File: config.mk
export PLATFORM = sky130hd
export DESIGN_NAME = climate_fan_level_controller_core
export DESIGN_NICKNAME = d
export VERILOG_FILES = /design/src/rtl/cflc_pkg.sv /design/src/rtl/climate_fan_level_controller_core.sv /design/src/rtl/cflc_div.sv /design/src/rtl/cflc_datapath.sv /design/src/rtl/cflc_ctrl.sv
export SDC_FILE = /design/constraint.sdc
export NUM_CORES = 1
export LEC_CHECK = 0
export BUFFER_PORTS_ARGS = -buffer_cell sky130_fd_sc_hd__buf_2
export CORE_AREA = 2 2 224 226
export DETAILED_ROUTE_END_ITERATION = 6
export DIE_AREA = 0 0 226 228
export PLACE_DENSITY_LB_ADDON = 0.3
export SYNTH_ARGS = -nofsm -noshare
export SYNTH_HDL_FRONTEND = slang
export SYNTH_HIERARCHICAL = 1
export SYNTH_SLANG_ARGS = --single-unit
File: constraint.sdc
create_clock -name i_clk -period 9.2 [get_ports i_clk]
set_clock_uncertainty 0.2 [all_clocks]
set_input_delay 1.84 -clock i_clk [delete_from_list [all_inputs] [get_ports i_clk]]
set_output_delay 1.84 -clock i_clk [all_outputs]
set_load 0.02 [all_outputs]
File: src/rtl/cflc_pkg.sv
// shared types and constants for the climate fan level controller
// no dependencies; used by every module of the block
package cflc_pkg;

    // fan level limits
    localparam int LEVEL_MIN  = 30;
    localparam int LEVEL_MAX  = 147;
    localparam int LEVEL_SPAN = LEVEL_MAX - LEVEL_MIN;

    // raw sensor conversion
    localparam int HUM_SCALE   = 1000;
    localparam int TEMP_SCALE  = 1650;
    localparam int TEMP_OFFSET = 400;
    localparam logic [7:0] OVERRIDE_AUTO = 8'hFF;

    // field widths
    localparam int LVL_BITS  = 8;
    localparam int WORD_W    = 16;
    localparam int RH_W      = 10;
    localparam int T_W       = 12;
    localparam int HSPAN_W   = 10;
    localparam int TSPAN_W   = 11;
    localparam int CFG_W     = 12;
    localparam int CFG_IDX_W = 3;
    localparam int IN_DATA_W  = 2 * WORD_W;
    localparam int OUT_DATA_W = 40;

    // datapath widths
    localparam int EXC_W   = 14;                 // signed excess over start point
    localparam int MAG_W   = EXC_W - 1;          // excess magnitude
    localparam int SPANK_W = 8;                  // width allotted to LEVEL_SPAN
    localparam int DIV_W   = MAG_W + SPANK_W;    // dividend of the serial divider
    localparam int LVL_W   = DIV_W + 1;          // signed coordinate level
    localparam int CAND_W  = LVL_W + 1;          // signed candidate level
    localparam int CNT_W   = $clog2(DIV_W);

    // item kinds
    localparam logic FUNC_SENSOR = 1'b0;
    localparam logic FUNC_TICK   = 1'b1;

    typedef enum logic [CFG_IDX_W-1:0] {
        CFG_OVERRIDE   = 3'd0,
        CFG_HUM_START  = 3'd1,
        CFG_HUM_SPAN   = 3'd2,
        CFG_TEMP_START = 3'd3,
        CFG_TEMP_SPAN  = 3'd4
    } t_cfg_idx;

    typedef enum logic [2:0] {
        ST_IDLE,
        ST_CONV,
        ST_T_START,
        ST_T_WAIT,
        ST_H_START,
        ST_H_WAIT,
        ST_DECIDE,
        ST_OUT
    } t_state;

    // controller to datapath
    typedef struct packed {
        logic load_item;
        logic convert;
        logic div_start;
        logic div_sel_h;
        logic second_pass;
        logic store_level;
        logic decide;
        logic out_load;
    } t_cmd;

    // datapath to controller
    typedef struct packed {
        logic func;
        logic rh_zero;
        logic auto_mode;
        logic div_done;
        logic raise_hit;
        logic out_free;
    } t_stat;

endpackage

File: src/rtl/climate_fan_level_controller_core.sv
// Climate fan level controller, top level.
// Input words: tuser = item kind (sensor reading or ramp tick), tdata = raw
// humidity word (bits 15:0) and raw temperature word (bits 31:16).
// Output words: one per input word, with duty, target and the stored readings;
// tuser is set when a sensor word updated the readings.
// Configuration: i_cfg_we with i_cfg_idx/i_cfg_data, to be written only while idle;
// the block itself does not enforce this. One word at a time. A ramp tick or a
// rejected or overridden sensor reading goes from conversion straight to its
// result word. A regulated reading runs two serial divisions of 21 steps each on
// the shared divider (temperature, then humidity) before its word is presented;
// when no raise occurs a second pass with lowered thresholds follows.
// The input is ready again the cycle after the result word is loaded.
// A held output word is kept while the receiver stalls; the next input word
// is accepted meanwhile and waits in its final step until the word is taken.
// Reset restores the default configuration (automatic mode) and clears
// target, duty and the stored readings.
// Uses cflc_pkg, cflc_ctrl, cflc_datapath and cflc_div.
module climate_fan_level_controller_core (
    input  logic                              i_clk,
    input  logic                              i_rst_n,
    input  logic                              i_s_axis_tvalid,
    output logic                              o_s_axis_tready,
    // humidity_word [15:0], temperature_word [31:16]
    input  logic [cflc_pkg::IN_DATA_W-1:0]    i_s_axis_tdata,
    // func
    input  logic                              i_s_axis_tuser,
    output logic                              o_m_axis_tvalid,
    input  logic                              i_m_axis_tready,
    // duty_level [7:0], target_level [15:8], temperature_tenths [27:16],
    // humidity_tenths [37:28], zero padding [39:38]
    output logic [cflc_pkg::OUT_DATA_W-1:0]   o_m_axis_tdata,
    // sample_accepted
    output logic                              o_m_axis_tuser,
    input  logic                              i_cfg_we,
    input  logic [cflc_pkg::CFG_IDX_W-1:0]    i_cfg_idx,
    input  logic [cflc_pkg::CFG_W-1:0]        i_cfg_data
);
    import cflc_pkg::*;

    t_cmd  cmd;
    t_stat stat;

    cflc_ctrl u_ctrl (
        .i_clk      (i_clk),
        .i_rst_n    (i_rst_n),
        .i_in_valid (i_s_axis_tvalid),
        .o_in_ready (o_s_axis_tready),
        .o_cmd      (cmd),
        .i_stat     (stat)
    );

    cflc_datapath u_dp (
        .i_clk       (i_clk),
        .i_rst_n     (i_rst_n),
        .i_func      (i_s_axis_tuser),
        .i_in_data   (i_s_axis_tdata),
        .i_cfg_we    (i_cfg_we),
        .i_cfg_idx   (i_cfg_idx),
        .i_cfg_data  (i_cfg_data),
        .i_cmd       (cmd),
        .o_stat      (stat),
        .i_out_ready (i_m_axis_tready),
        .o_out_valid (o_m_axis_tvalid),
        .o_out_data  (o_m_axis_tdata),
        .o_out_user  (o_m_axis_tuser)
    );

endmodule

File: src/rtl/cflc_div.sv
// restoring serial divider, one quotient bit per cycle, sign applied at the end
// depends on cflc_pkg
module cflc_div (
    input  logic                               i_clk,
    input  logic                               i_rst_n,
    input  logic                               i_start,
    input  logic [cflc_pkg::DIV_W-1:0]         i_dividend,
    input  logic [cflc_pkg::TSPAN_W-1:0]       i_divisor,
    input  logic                               i_neg,
    output logic                               o_done,
    output logic signed [cflc_pkg::LVL_W-1:0]  o_quot
);
    import cflc_pkg::*;

    logic                 r_busy;
    logic                 r_done;
    logic [CNT_W-1:0]     r_cnt;
    logic [TSPAN_W-1:0]   r_rem;
    logic [DIV_W-1:0]     r_quo;
    logic [TSPAN_W-1:0]   r_dsr;
    logic                 r_neg;

    logic [TSPAN_W:0]     trial;
    logic [TSPAN_W:0]     diff;
    logic                 ge;
    logic [LVL_W-1:0]     quo_ext;

    assign trial = {r_rem, r_quo[DIV_W-1]};
    assign diff  = trial - {1'b0, r_dsr};
    assign ge    = trial >= {1'b0, r_dsr};

    always_ff @(posedge i_clk) begin
        if (!i_rst_n) begin
            r_busy <= 1'b0;
            r_done <= 1'b0;
            r_cnt  <= '0;
        end else begin
            r_done <= 1'b0;
            if (i_start) begin
                r_busy <= 1'b1;
                r_cnt  <= '0;
            end else if (r_busy) begin
                r_cnt <= r_cnt + CNT_W'(1);
                if (r_cnt == CNT_W'(DIV_W - 1)) begin
                    r_busy <= 1'b0;
                    r_done <= 1'b1;
                end
            end
        end
    end

    always_ff @(posedge i_clk) begin
        if (i_start) begin
            r_rem <= '0;
            r_quo <= i_dividend;
            r_dsr <= i_divisor;
            r_neg <= i_neg;
        end else if (r_busy) begin
            r_rem <= ge ? diff[TSPAN_W-1:0] : trial[TSPAN_W-1:0];
            r_quo <= {r_quo[DIV_W-2:0], ge};
        end
    end

    // truncation toward zero: divide magnitudes, then negate
    assign quo_ext = {1'b0, r_quo};
    assign o_quot  = r_neg ? $signed(LVL_W'(~quo_ext + LVL_W'(1))) : $signed(quo_ext);
    assign o_done  = r_done;

    a_start_idle: assert property (@(posedge i_clk) disable iff (!i_rst_n)
        i_start |-> !r_busy)
        else $error("divider started while busy");

    a_done_after_busy: assert property (@(posedge i_clk) disable iff (!i_rst_n)
        r_done |-> !r_busy && $past(r_busy))
        else $error("divider done without a finished run");

endmodule

File: src/rtl/cflc_datapath.sv
// datapath: configuration registers, sensor conversion, level calculation,
// target and duty state, output word register; depends on cflc_pkg and cflc_div
module cflc_datapath (
    input  logic                              i_clk,
    input  logic                              i_rst_n,
    input  logic                              i_func,
    input  logic [cflc_pkg::IN_DATA_W-1:0]    i_in_data,
    input  logic                              i_cfg_we,
    input  logic [cflc_pkg::CFG_IDX_W-1:0]    i_cfg_idx,
    input  logic [cflc_pkg::CFG_W-1:0]        i_cfg_data,
    input  cflc_pkg::t_cmd                    i_cmd,
    output cflc_pkg::t_stat                   o_stat,
    input  logic                              i_out_ready,
    output logic                              o_out_valid,
    output logic [cflc_pkg::OUT_DATA_W-1:0]   o_out_data,
    output logic                              o_out_user
);
    import cflc_pkg::*;

    localparam logic signed [CAND_W-1:0] C_MIN = CAND_W'(LEVEL_MIN);
    localparam logic signed [CAND_W-1:0] C_MAX = CAND_W'(LEVEL_MAX);
    localparam logic [LVL_BITS-1:0] L_MIN = LVL_BITS'(LEVEL_MIN);
    localparam logic [LVL_BITS-1:0] L_MAX = LVL_BITS'(LEVEL_MAX);

    // configuration
    logic [LVL_BITS-1:0]      r_override;
    logic [RH_W-1:0]          r_hum_start;
    logic [HSPAN_W-1:0]       r_hum_span;
    logic signed [T_W-1:0]    r_temp_start;
    logic [TSPAN_W-1:0]       r_temp_span;

    // state
    logic [LVL_BITS-1:0]      r_target, n_target;
    logic [LVL_BITS-1:0]      r_duty, n_duty;
    logic signed [T_W-1:0]    r_last_t;
    logic [RH_W-1:0]          r_last_rh;
    logic                     r_accepted;

    // held item
    logic                     r_func;
    logic [WORD_W-1:0]        r_hw;
    logic [WORD_W-1:0]        r_tw;

    logic signed [LVL_W-1:0]  r_level_t;
    logic signed [LVL_W-1:0]  r_level_h;

    logic                     r_out_valid;
    logic [OUT_DATA_W-1:0]    r_out_data;
    logic                     r_out_user;

    // conversion
    logic [WORD_W-1:0]        hw_sh;
    logic [25:0]              rh_prod;
    logic [RH_W-1:0]          rh_val;
    logic [26:0]              t_prod;
    logic [T_W-1:0]           t_val;

    // excess and divider feed
    logic signed [EXC_W-1:0]  t_ext, tmin_ext, tmin_sh, t_excess;
    logic signed [EXC_W-1:0]  rh_ext, hmin_ext, hmin_sh, h_excess;
    logic signed [EXC_W-1:0]  excess;
    logic [EXC_W-1:0]         mag_full;
    logic [MAG_W-1:0]         mag;
    logic [DIV_W-1:0]         dividend;
    logic [TSPAN_W-1:0]       span_sel;
    logic [TSPAN_W-1:0]       divisor;
    logic                     div_done;
    logic signed [LVL_W-1:0]  div_quot;

    // decision
    logic signed [LVL_W-1:0]  lvl_max;
    logic signed [CAND_W-1:0] cand;
    logic signed [CAND_W-1:0] cur_ext;
    logic                     raise_hit;
    logic                     lower_hit;
    logic [LVL_BITS-1:0]      raise_val;
    logic [LVL_BITS-1:0]      lower_val;
    logic [LVL_BITS-1:0]      duty_dec, duty_inc;
    logic                     out_free;

    assign hw_sh   = {r_hw[WORD_W-3:0], 2'b00};
    assign rh_prod = 26'(hw_sh) * 26'(HUM_SCALE);
    assign rh_val  = rh_prod[25:16];
    assign t_prod  = 27'(r_tw) * 27'(TEMP_SCALE);
    assign t_val   = {1'b0, t_prod[26:16]} - T_W'(TEMP_OFFSET);

    assign t_ext    = {{(EXC_W-T_W){r_last_t[T_W-1]}}, r_last_t};
    assign tmin_ext = {{(EXC_W-T_W){r_temp_start[T_W-1]}}, r_temp_start};
    assign tmin_sh  = tmin_ext >>> 3;
    assign t_excess = t_ext - tmin_ext + (i_cmd.second_pass ? tmin_sh : '0);

    assign rh_ext   = {{(EXC_W-RH_W){1'b0}}, r_last_rh};
    assign hmin_ext = {{(EXC_W-RH_W){1'b0}}, r_hum_start};
    assign hmin_sh  = hmin_ext >>> 3;
    assign h_excess = rh_ext - hmin_ext + (i_cmd.second_pass ? hmin_sh : '0);

    assign excess   = i_cmd.div_sel_h ? h_excess : t_excess;
    assign mag_full = excess[EXC_W-1] ? (~excess + EXC_W'(1)) : excess;
    assign mag      = mag_full[MAG_W-1:0];
    assign dividend = DIV_W'(mag) * DIV_W'(LEVEL_SPAN);
    assign span_sel = i_cmd.div_sel_h ? {1'b0, r_hum_span} : r_temp_span;
    // a zero span counts as one
    assign divisor  = (span_sel == '0) ? TSPAN_W'(1) : span_sel;

    cflc_div u_div (
        .i_clk      (i_clk),
        .i_rst_n    (i_rst_n),
        .i_start    (i_cmd.div_start),
        .i_dividend (dividend),
        .i_divisor  (divisor),
        .i_neg      (excess[EXC_W-1]),
        .o_done     (div_done),
        .o_quot     (div_quot)
    );

    assign lvl_max   = (r_level_t > r_level_h) ? r_level_t : r_level_h;
    assign cand      = {lvl_max[LVL_W-1], lvl_max} + C_MIN;
    assign cur_ext   = {{(CAND_W-LVL_BITS){1'b0}}, r_target};
    assign raise_hit = ((r_target >= L_MIN) && (cand > cur_ext)) ||
                       ((r_target <  L_MIN) && (cand > C_MIN));
    assign raise_val = (cand > C_MAX) ? L_MAX : cand[LVL_BITS-1:0];
    assign lower_hit = cand < cur_ext;
    assign lower_val = (cand > C_MIN) ? cand[LVL_BITS-1:0] : '0;

    assign duty_dec = r_duty - LVL_BITS'(1);
    assign duty_inc = r_duty + LVL_BITS'(1);

    always_comb begin
        n_duty = r_duty;
        if (r_duty > r_target) begin
            n_duty = (duty_dec < L_MIN) ? '0 : duty_dec;
        end else if (r_duty < r_target) begin
            n_duty = (duty_inc < L_MIN) ? L_MIN : duty_inc;
        end
    end

    always_comb begin
        n_target = r_target;
        if (i_cfg_we && (i_cfg_idx == CFG_OVERRIDE) &&
            (i_cfg_data[LVL_BITS-1:0] != OVERRIDE_AUTO)) begin
            if (i_cfg_data[LVL_BITS-1:0] < L_MIN) begin
                n_target = '0;
            end else if (i_cfg_data[LVL_BITS-1:0] > L_MAX) begin
                n_target = L_MAX;
            end else begin
                n_target = i_cfg_data[LVL_BITS-1:0];
            end
        end else if (i_cmd.decide) begin
            if (!i_cmd.second_pass && raise_hit) begin
                n_target = raise_val;
            end else if (i_cmd.second_pass && lower_hit) begin
                n_target = lower_val;
            end
        end
    end

    always_ff @(posedge i_clk) begin
        if (!i_rst_n) begin
            r_override   <= OVERRIDE_AUTO;
            r_hum_start  <= RH_W'(100);
            r_hum_span   <= HSPAN_W'(300);
            r_temp_start <= T_W'(40);
            r_temp_span  <= TSPAN_W'(50);
        end else if (i_cfg_we) begin
            case (i_cfg_idx)
                CFG_OVERRIDE:   r_override   <= i_cfg_data[LVL_BITS-1:0];
                CFG_HUM_START:  r_hum_start  <= i_cfg_data[RH_W-1:0];
                CFG_HUM_SPAN:   r_hum_span   <= i_cfg_data[HSPAN_W-1:0];
                CFG_TEMP_START: r_temp_start <= i_cfg_data[T_W-1:0];
                CFG_TEMP_SPAN:  r_temp_span  <= i_cfg_data[TSPAN_W-1:0];
                default: begin
                end
            endcase
        end
    end

    always_ff @(posedge i_clk) begin
        if (!i_rst_n) begin
            r_target   <= '0;
            r_duty     <= '0;
            r_last_t   <= '0;
            r_last_rh  <= '0;
            r_accepted <= 1'b0;
        end else begin
            r_target <= n_target;
            if (i_cmd.convert) begin
                r_accepted <= 1'b0;
                if (r_func == FUNC_TICK) begin
                    r_duty <= n_duty;
                end else if (rh_val != '0) begin
                    r_last_t   <= t_val;
                    r_last_rh  <= rh_val;
                    r_accepted <= 1'b1;
                end
            end
        end
    end

    always_ff @(posedge i_clk) begin
        if (i_cmd.load_item) begin
            r_func <= i_func;
            r_hw   <= i_in_data[WORD_W-1:0];
            r_tw   <= i_in_data[IN_DATA_W-1:WORD_W];
        end
        if (i_cmd.store_level && div_done) begin
            if (i_cmd.div_sel_h) begin
                r_level_h <= div_quot;
            end else begin
                r_level_t <= div_quot;
            end
        end
    end

    // output word register
    assign out_free = !r_out_valid || i_out_ready;

    always_ff @(posedge i_clk) begin
        if (!i_rst_n) begin
            r_out_valid <= 1'b0;
        end else if (i_cmd.out_load) begin
            r_out_valid <= 1'b1;
        end else if (i_out_ready) begin
            r_out_valid <= 1'b0;
        end
    end

    always_ff @(posedge i_clk) begin
        if (i_cmd.out_load) begin
            r_out_data <= {2'b00, r_last_rh, r_last_t, r_target, r_duty};
            r_out_user <= r_accepted;
        end
    end

    assign o_out_valid = r_out_valid;
    assign o_out_data  = r_out_data;
    assign o_out_user  = r_out_user;

    assign o_stat.func      = r_func;
    assign o_stat.rh_zero   = (rh_val == '0);
    assign o_stat.auto_mode = (r_override == OVERRIDE_AUTO);
    assign o_stat.div_done  = div_done;
    assign o_stat.raise_hit = raise_hit;
    assign o_stat.out_free  = out_free;

    a_target_range: assert property (@(posedge i_clk) disable iff (!i_rst_n)
        (r_target == '0 || r_target >= L_MIN) && r_target <= L_MAX)
        else $error("target outside its levels");

    a_duty_range: assert property (@(posedge i_clk) disable iff (!i_rst_n)
        (r_duty == '0 || r_duty >= L_MIN) && r_duty <= L_MAX)
        else $error("duty outside its levels");

    a_load_free: assert property (@(posedge i_clk) disable iff (!i_rst_n)
        i_cmd.out_load |-> out_free)
        else $error("output word overwritten before it was taken");

endmodule

File: src/rtl/cflc_ctrl.sv
// controller state machine: sequences conversion, the two divisions per pass,
// the raise and lower decisions and the output load; depends on cflc_pkg
module cflc_ctrl (
    input  logic              i_clk,
    input  logic              i_rst_n,
    input  logic              i_in_valid,
    output logic              o_in_ready,
    output cflc_pkg::t_cmd    o_cmd,
    input  cflc_pkg::t_stat   i_stat
);
    import cflc_pkg::*;

    t_state r_state, n_state;
    logic   r_pass, n_pass;

    always_ff @(posedge i_clk) begin
        if (!i_rst_n) begin
            r_state <= ST_IDLE;
            r_pass  <= 1'b0;
        end else begin
            r_state <= n_state;
            r_pass  <= n_pass;
        end
    end

    always_comb begin
        n_state = r_state;
        n_pass  = r_pass;
        o_cmd   = '0;
        o_cmd.second_pass = r_pass;
        o_in_ready = 1'b0;
        case (r_state)
            ST_IDLE: begin
                o_in_ready = 1'b1;
                if (i_in_valid) begin
                    o_cmd.load_item = 1'b1;
                    n_pass  = 1'b0;
                    n_state = ST_CONV;
                end
            end
            ST_CONV: begin
                o_cmd.convert = 1'b1;
                if (i_stat.func == FUNC_TICK || i_stat.rh_zero || !i_stat.auto_mode) begin
                    n_state = ST_OUT;
                end else begin
                    n_state = ST_T_START;
                end
            end
            ST_T_START: begin
                o_cmd.div_start = 1'b1;
                n_state = ST_T_WAIT;
            end
            ST_T_WAIT: begin
                o_cmd.store_level = 1'b1;
                if (i_stat.div_done) begin
                    n_state = ST_H_START;
                end
            end
            ST_H_START: begin
                o_cmd.div_start = 1'b1;
                o_cmd.div_sel_h = 1'b1;
                n_state = ST_H_WAIT;
            end
            ST_H_WAIT: begin
                o_cmd.store_level = 1'b1;
                o_cmd.div_sel_h   = 1'b1;
                if (i_stat.div_done) begin
                    n_state = ST_DECIDE;
                end
            end
            ST_DECIDE: begin
                o_cmd.decide = 1'b1;
                // no raise: recompute with the lowered thresholds
                if (!r_pass && !i_stat.raise_hit) begin
                    n_pass  = 1'b1;
                    n_state = ST_T_START;
                end else begin
                    n_state = ST_OUT;
                end
            end
            ST_OUT: begin
                if (i_stat.out_free) begin
                    o_cmd.out_load = 1'b1;
                    n_state = ST_IDLE;
                end
            end
            default: begin
                n_state = ST_IDLE;
            end
        endcase
    end

endmodule
==> results.ini <==
[finish]
areaGrowthSynthToFinish_pct = 10.6
drive_above_1_share = 0.103
num-nets-final = 2790
fillers = 4554
insertedDiodeCount = 0
post-route-cell-area_um2 = 24100

[place]
io_buffers = 91
gp_congestion = 0.904
dpl.hpwl_mm = 38.3
placed_area_um2 = 22900

[min_path]
holdPathStages = 0
hp-start = u_dp/r_last_t[0]$_SDFFE_PN0P_
min_to = u_dp/o_out_data[16]$_DFFE_PP_
hold_path_class = reg -> reg

[global_routing]
grt_overflow = 0
antenna_found_initial = 0
grt_pass1_vias = 16166
grt_pass1_wl_mm = 79.8
grt.total_usage = 0.188
grt_max_degree = 55

[timing]
slew_viol_final = 0
setup_viol = 0
period_minus_slack_ns = 8.68
setup-tns-final_ns = 0
fin_crit_sh = 0.944
holdWs_ns = 0.240
hold_viol = 0
worst_slew_pin_slew_ns = 1.03
max_freq_mhz = 115
relSlewSlack = 0.310

[logic_synthesis]
yosys_warnings = 6
synth_edf_count = 147
yosysSeqAreaShare = 0.306
synthCells = 2263
synth_area_um2 = 21800
synth_cell_types = 95
synth_ff_type = edfxtp_1
syn_avg_cell_area_um2 = 9.63
postSynth.asyncResetShare = 0
synth_seq_cells = 260

[cts]
cts_root_buffer = clkbuf_16
h-tree-depth = 1
numCtsBuffers = 30
clk_path_buf_depth = 3
cts.sinks = 260
cts_tree = yes
clk_latency_ns = 0.58
cts.clk_slew.worst_paths_ns = 0.06
postCtsHoldBufs = 0

[worst_setup_path]
r2r_setup_slack_ns = 0.52
crit_buf_inv = 4
slowest_stage = fa_1
worst_ep_required_time_ns = 9.33
worstSetupStartpointType = flip-flop
r2r-end = u_dp/u_div/r_quo[19]$_DFFE_PP_
endpoint_kind = flip-flop
crit_fanout = 4
crit_arrival_ns = 8.81
r2r-start = u_dp/r_last_t[0]$_SDFFE_PN0P_
slowest_delay_ns = 0.53
critical_path_class = reg -> reg
cpLargestDelayFamily = compound AO/OA/AOI/OAI gates
reg2reg_depth = 41

[routing]
vias = 16214
detail-route-antenna-nets = 0
dr.pass1.iters = 5
viasPerCell = 5.34
drc_errors = 0
wl_per_cell_um = 16.0
initialDrtViolationCount = 659
wl_mm = 48.6

[die]
die-area_um2 = 51500
dieWidth_um = 226
core_um2 = 49300
initial_core_util = 0.442
die_height_um = 228
std_cell_rows = 82
boundaryPins = 96

[status]
outcome = finished clean

[job]
cap_violations = 0

[metal layers]
metal / wire length (um) / GRT usage
met1: 21300 / 0.240
met2: 24600 / 0.339
met3: 1630 / 0.0201
met4: 1050 / 0.0470
met5: 0 / 0
[cell usage in the layout (no fill, tap or decap), types with 11 or more instances in the layout]
master / synthesis / routed
o21a_1: 14 / 14
ha_1: 278 / 278
xor2_1: 49 / 49
mux2i_1: 38 / 38
nand2_1: 193 / 193
nand3_1: 47 / 47
nand2b_1: 29 / 29
a21o_1: 25 / 25
o21ai_0: 68 / 66
edfxtp_1: 147 / 147
o21bai_1: 11 / 11
dfxtp_1: 113 / 113
a21oi_1: 122 / 119
nor2_1: 152 / 147
nor4_1: 12 / 12
inv_1: 270 / 270
o21ai_1: 19 / 21
fa_1: 121 / 121
nor2b_1: 27 / 26
mux2_2: 34 / 34
nand4_1: 25 / 25
a211oi_1: 16 / 16
and2_1: 12 / 12
buf_2: 11 / 91
o31ai_1: 11 / 11
xnor2_1: 102 / 100
o211ai_1: 21 / 21
clkbuf_16: 0 / 31
a31oi_1: 19 / 19
nor3_1: 43 / 43
and3_1: 16 / 16
buf_4: 10 / 19
[state kept, by name (all words and copies together), names as in the netlist, 12 cells and up]
register,flops
u_dp/r_tw,16
u_dp/o_out_data,38
u_dp/r_last_t,12
u_dp/r_level_t,22
u_dp/r_level_h,22
u_dp/u_div/r_quo,21
u_dp/r_temp_start,12
u_dp/r_hw,14
[synthesized netlist by cell type, types with 39 or more instances]
| cell type | number | area, um^2 |
|---|---|---|
| ha_1 | 278 | 3480 |
| inv_1 | 270 | 1010 |
| nand2_1 | 193 | 724 |
| nor2_1 | 152 | 571 |
| edfxtp_1 | 147 | 4410 |
| a21oi_1 | 122 | 611 |
| fa_1 | 121 | 2420 |
| dfxtp_1 | 113 | 2260 |
| xnor2_1 | 102 | 893 |
| o21ai_0 | 68 | 340 |
| xor2_1 | 49 | 429 |
| nand3_1 | 47 | 235 |
| nor3_1 | 43 | 215 |
| clkbuf_1 | 39 | 146 |
[cell families (layout without fill, tap and decap cells)]
family / count (synthesis) / after routing / share of synthesized area
multiplexers: 74 / 74 / 0.0360
buffers and inverters: 342 / 439 / 0.0620
adder cells (fa/ha/maj): 401 / 401 / 0.272
other: 1 / 3 / 0.000172
XOR/XNOR: 152 / 152 / 0.0614
flip-flops: 260 / 260 / 0.306
AND/OR/NAND/NOR: 615 / 615 / 0.138
AO/OA/AOI/OAI: 418 / 418 / 0.125
[area by class of cell]
type                    count  area [um^2]  share of cell area
well taps                 672          841              0.0349
multi-input cells        1663        13900               0.575
clock buffers              36          815              0.0338
flip-flops and latches    260         6680               0.277
clock inverters            20          298              0.0124
repair buffers            110          598              0.0248
inverters                 273         1020              0.0425
[stage by stage]
stage / std cells / setup WS [ns] / utilization
floorplan: 2265 / 0.693 / -
global placement: 2976 / 0.393 / 0.465
detailed placement: 2976 / 0.278 / 0.465
CTS: 3032 / 0.226 / 0.487
global route: 3034 / -0.0568 / 0.488
finish: 3034 / 0.516 / 0.488
[repair_timing]
action	CTS	global route
endpoints found under the setup margin	0	6
buffers inserted	0	2
gates resized for setup	0	11
[how the worst max path moves through the flow]
stage	start	to	slack, ns	cells after the start
CTS	u_dp/r_temp_start[1]$_SDFFE_PN0P_	u_dp/u_div/r_quo[19]$_DFFE_PP_	0.23	39
floorplan	u_dp/r_temp_start[2]$_SDFFE_PN0P_	u_dp/u_div/r_quo[19]$_DFFE_PP_	0.69	40
detailed placement	u_dp/r_last_t[0]$_SDFFE_PN0P_	u_dp/u_div/r_quo[18]$_DFFE_PP_	0.28	40
finish	u_dp/r_last_t[0]$_SDFFE_PN0P_	u_dp/u_div/r_quo[19]$_DFFE_PP_	0.52	41
global placement	u_dp/r_last_t[0]$_SDFFE_PN0P_	u_dp/u_div/r_quo[18]$_DFFE_PP_	0.39	40
global route	u_dp/r_temp_start[1]$_SDFFE_PN0P_	u_dp/u_div/r_quo[19]$_DFFE_PP_	-0.06	40
Power is not shown: default switching activity piles up to over one toggle a cycle in this logic, so the estimate is an artifact.
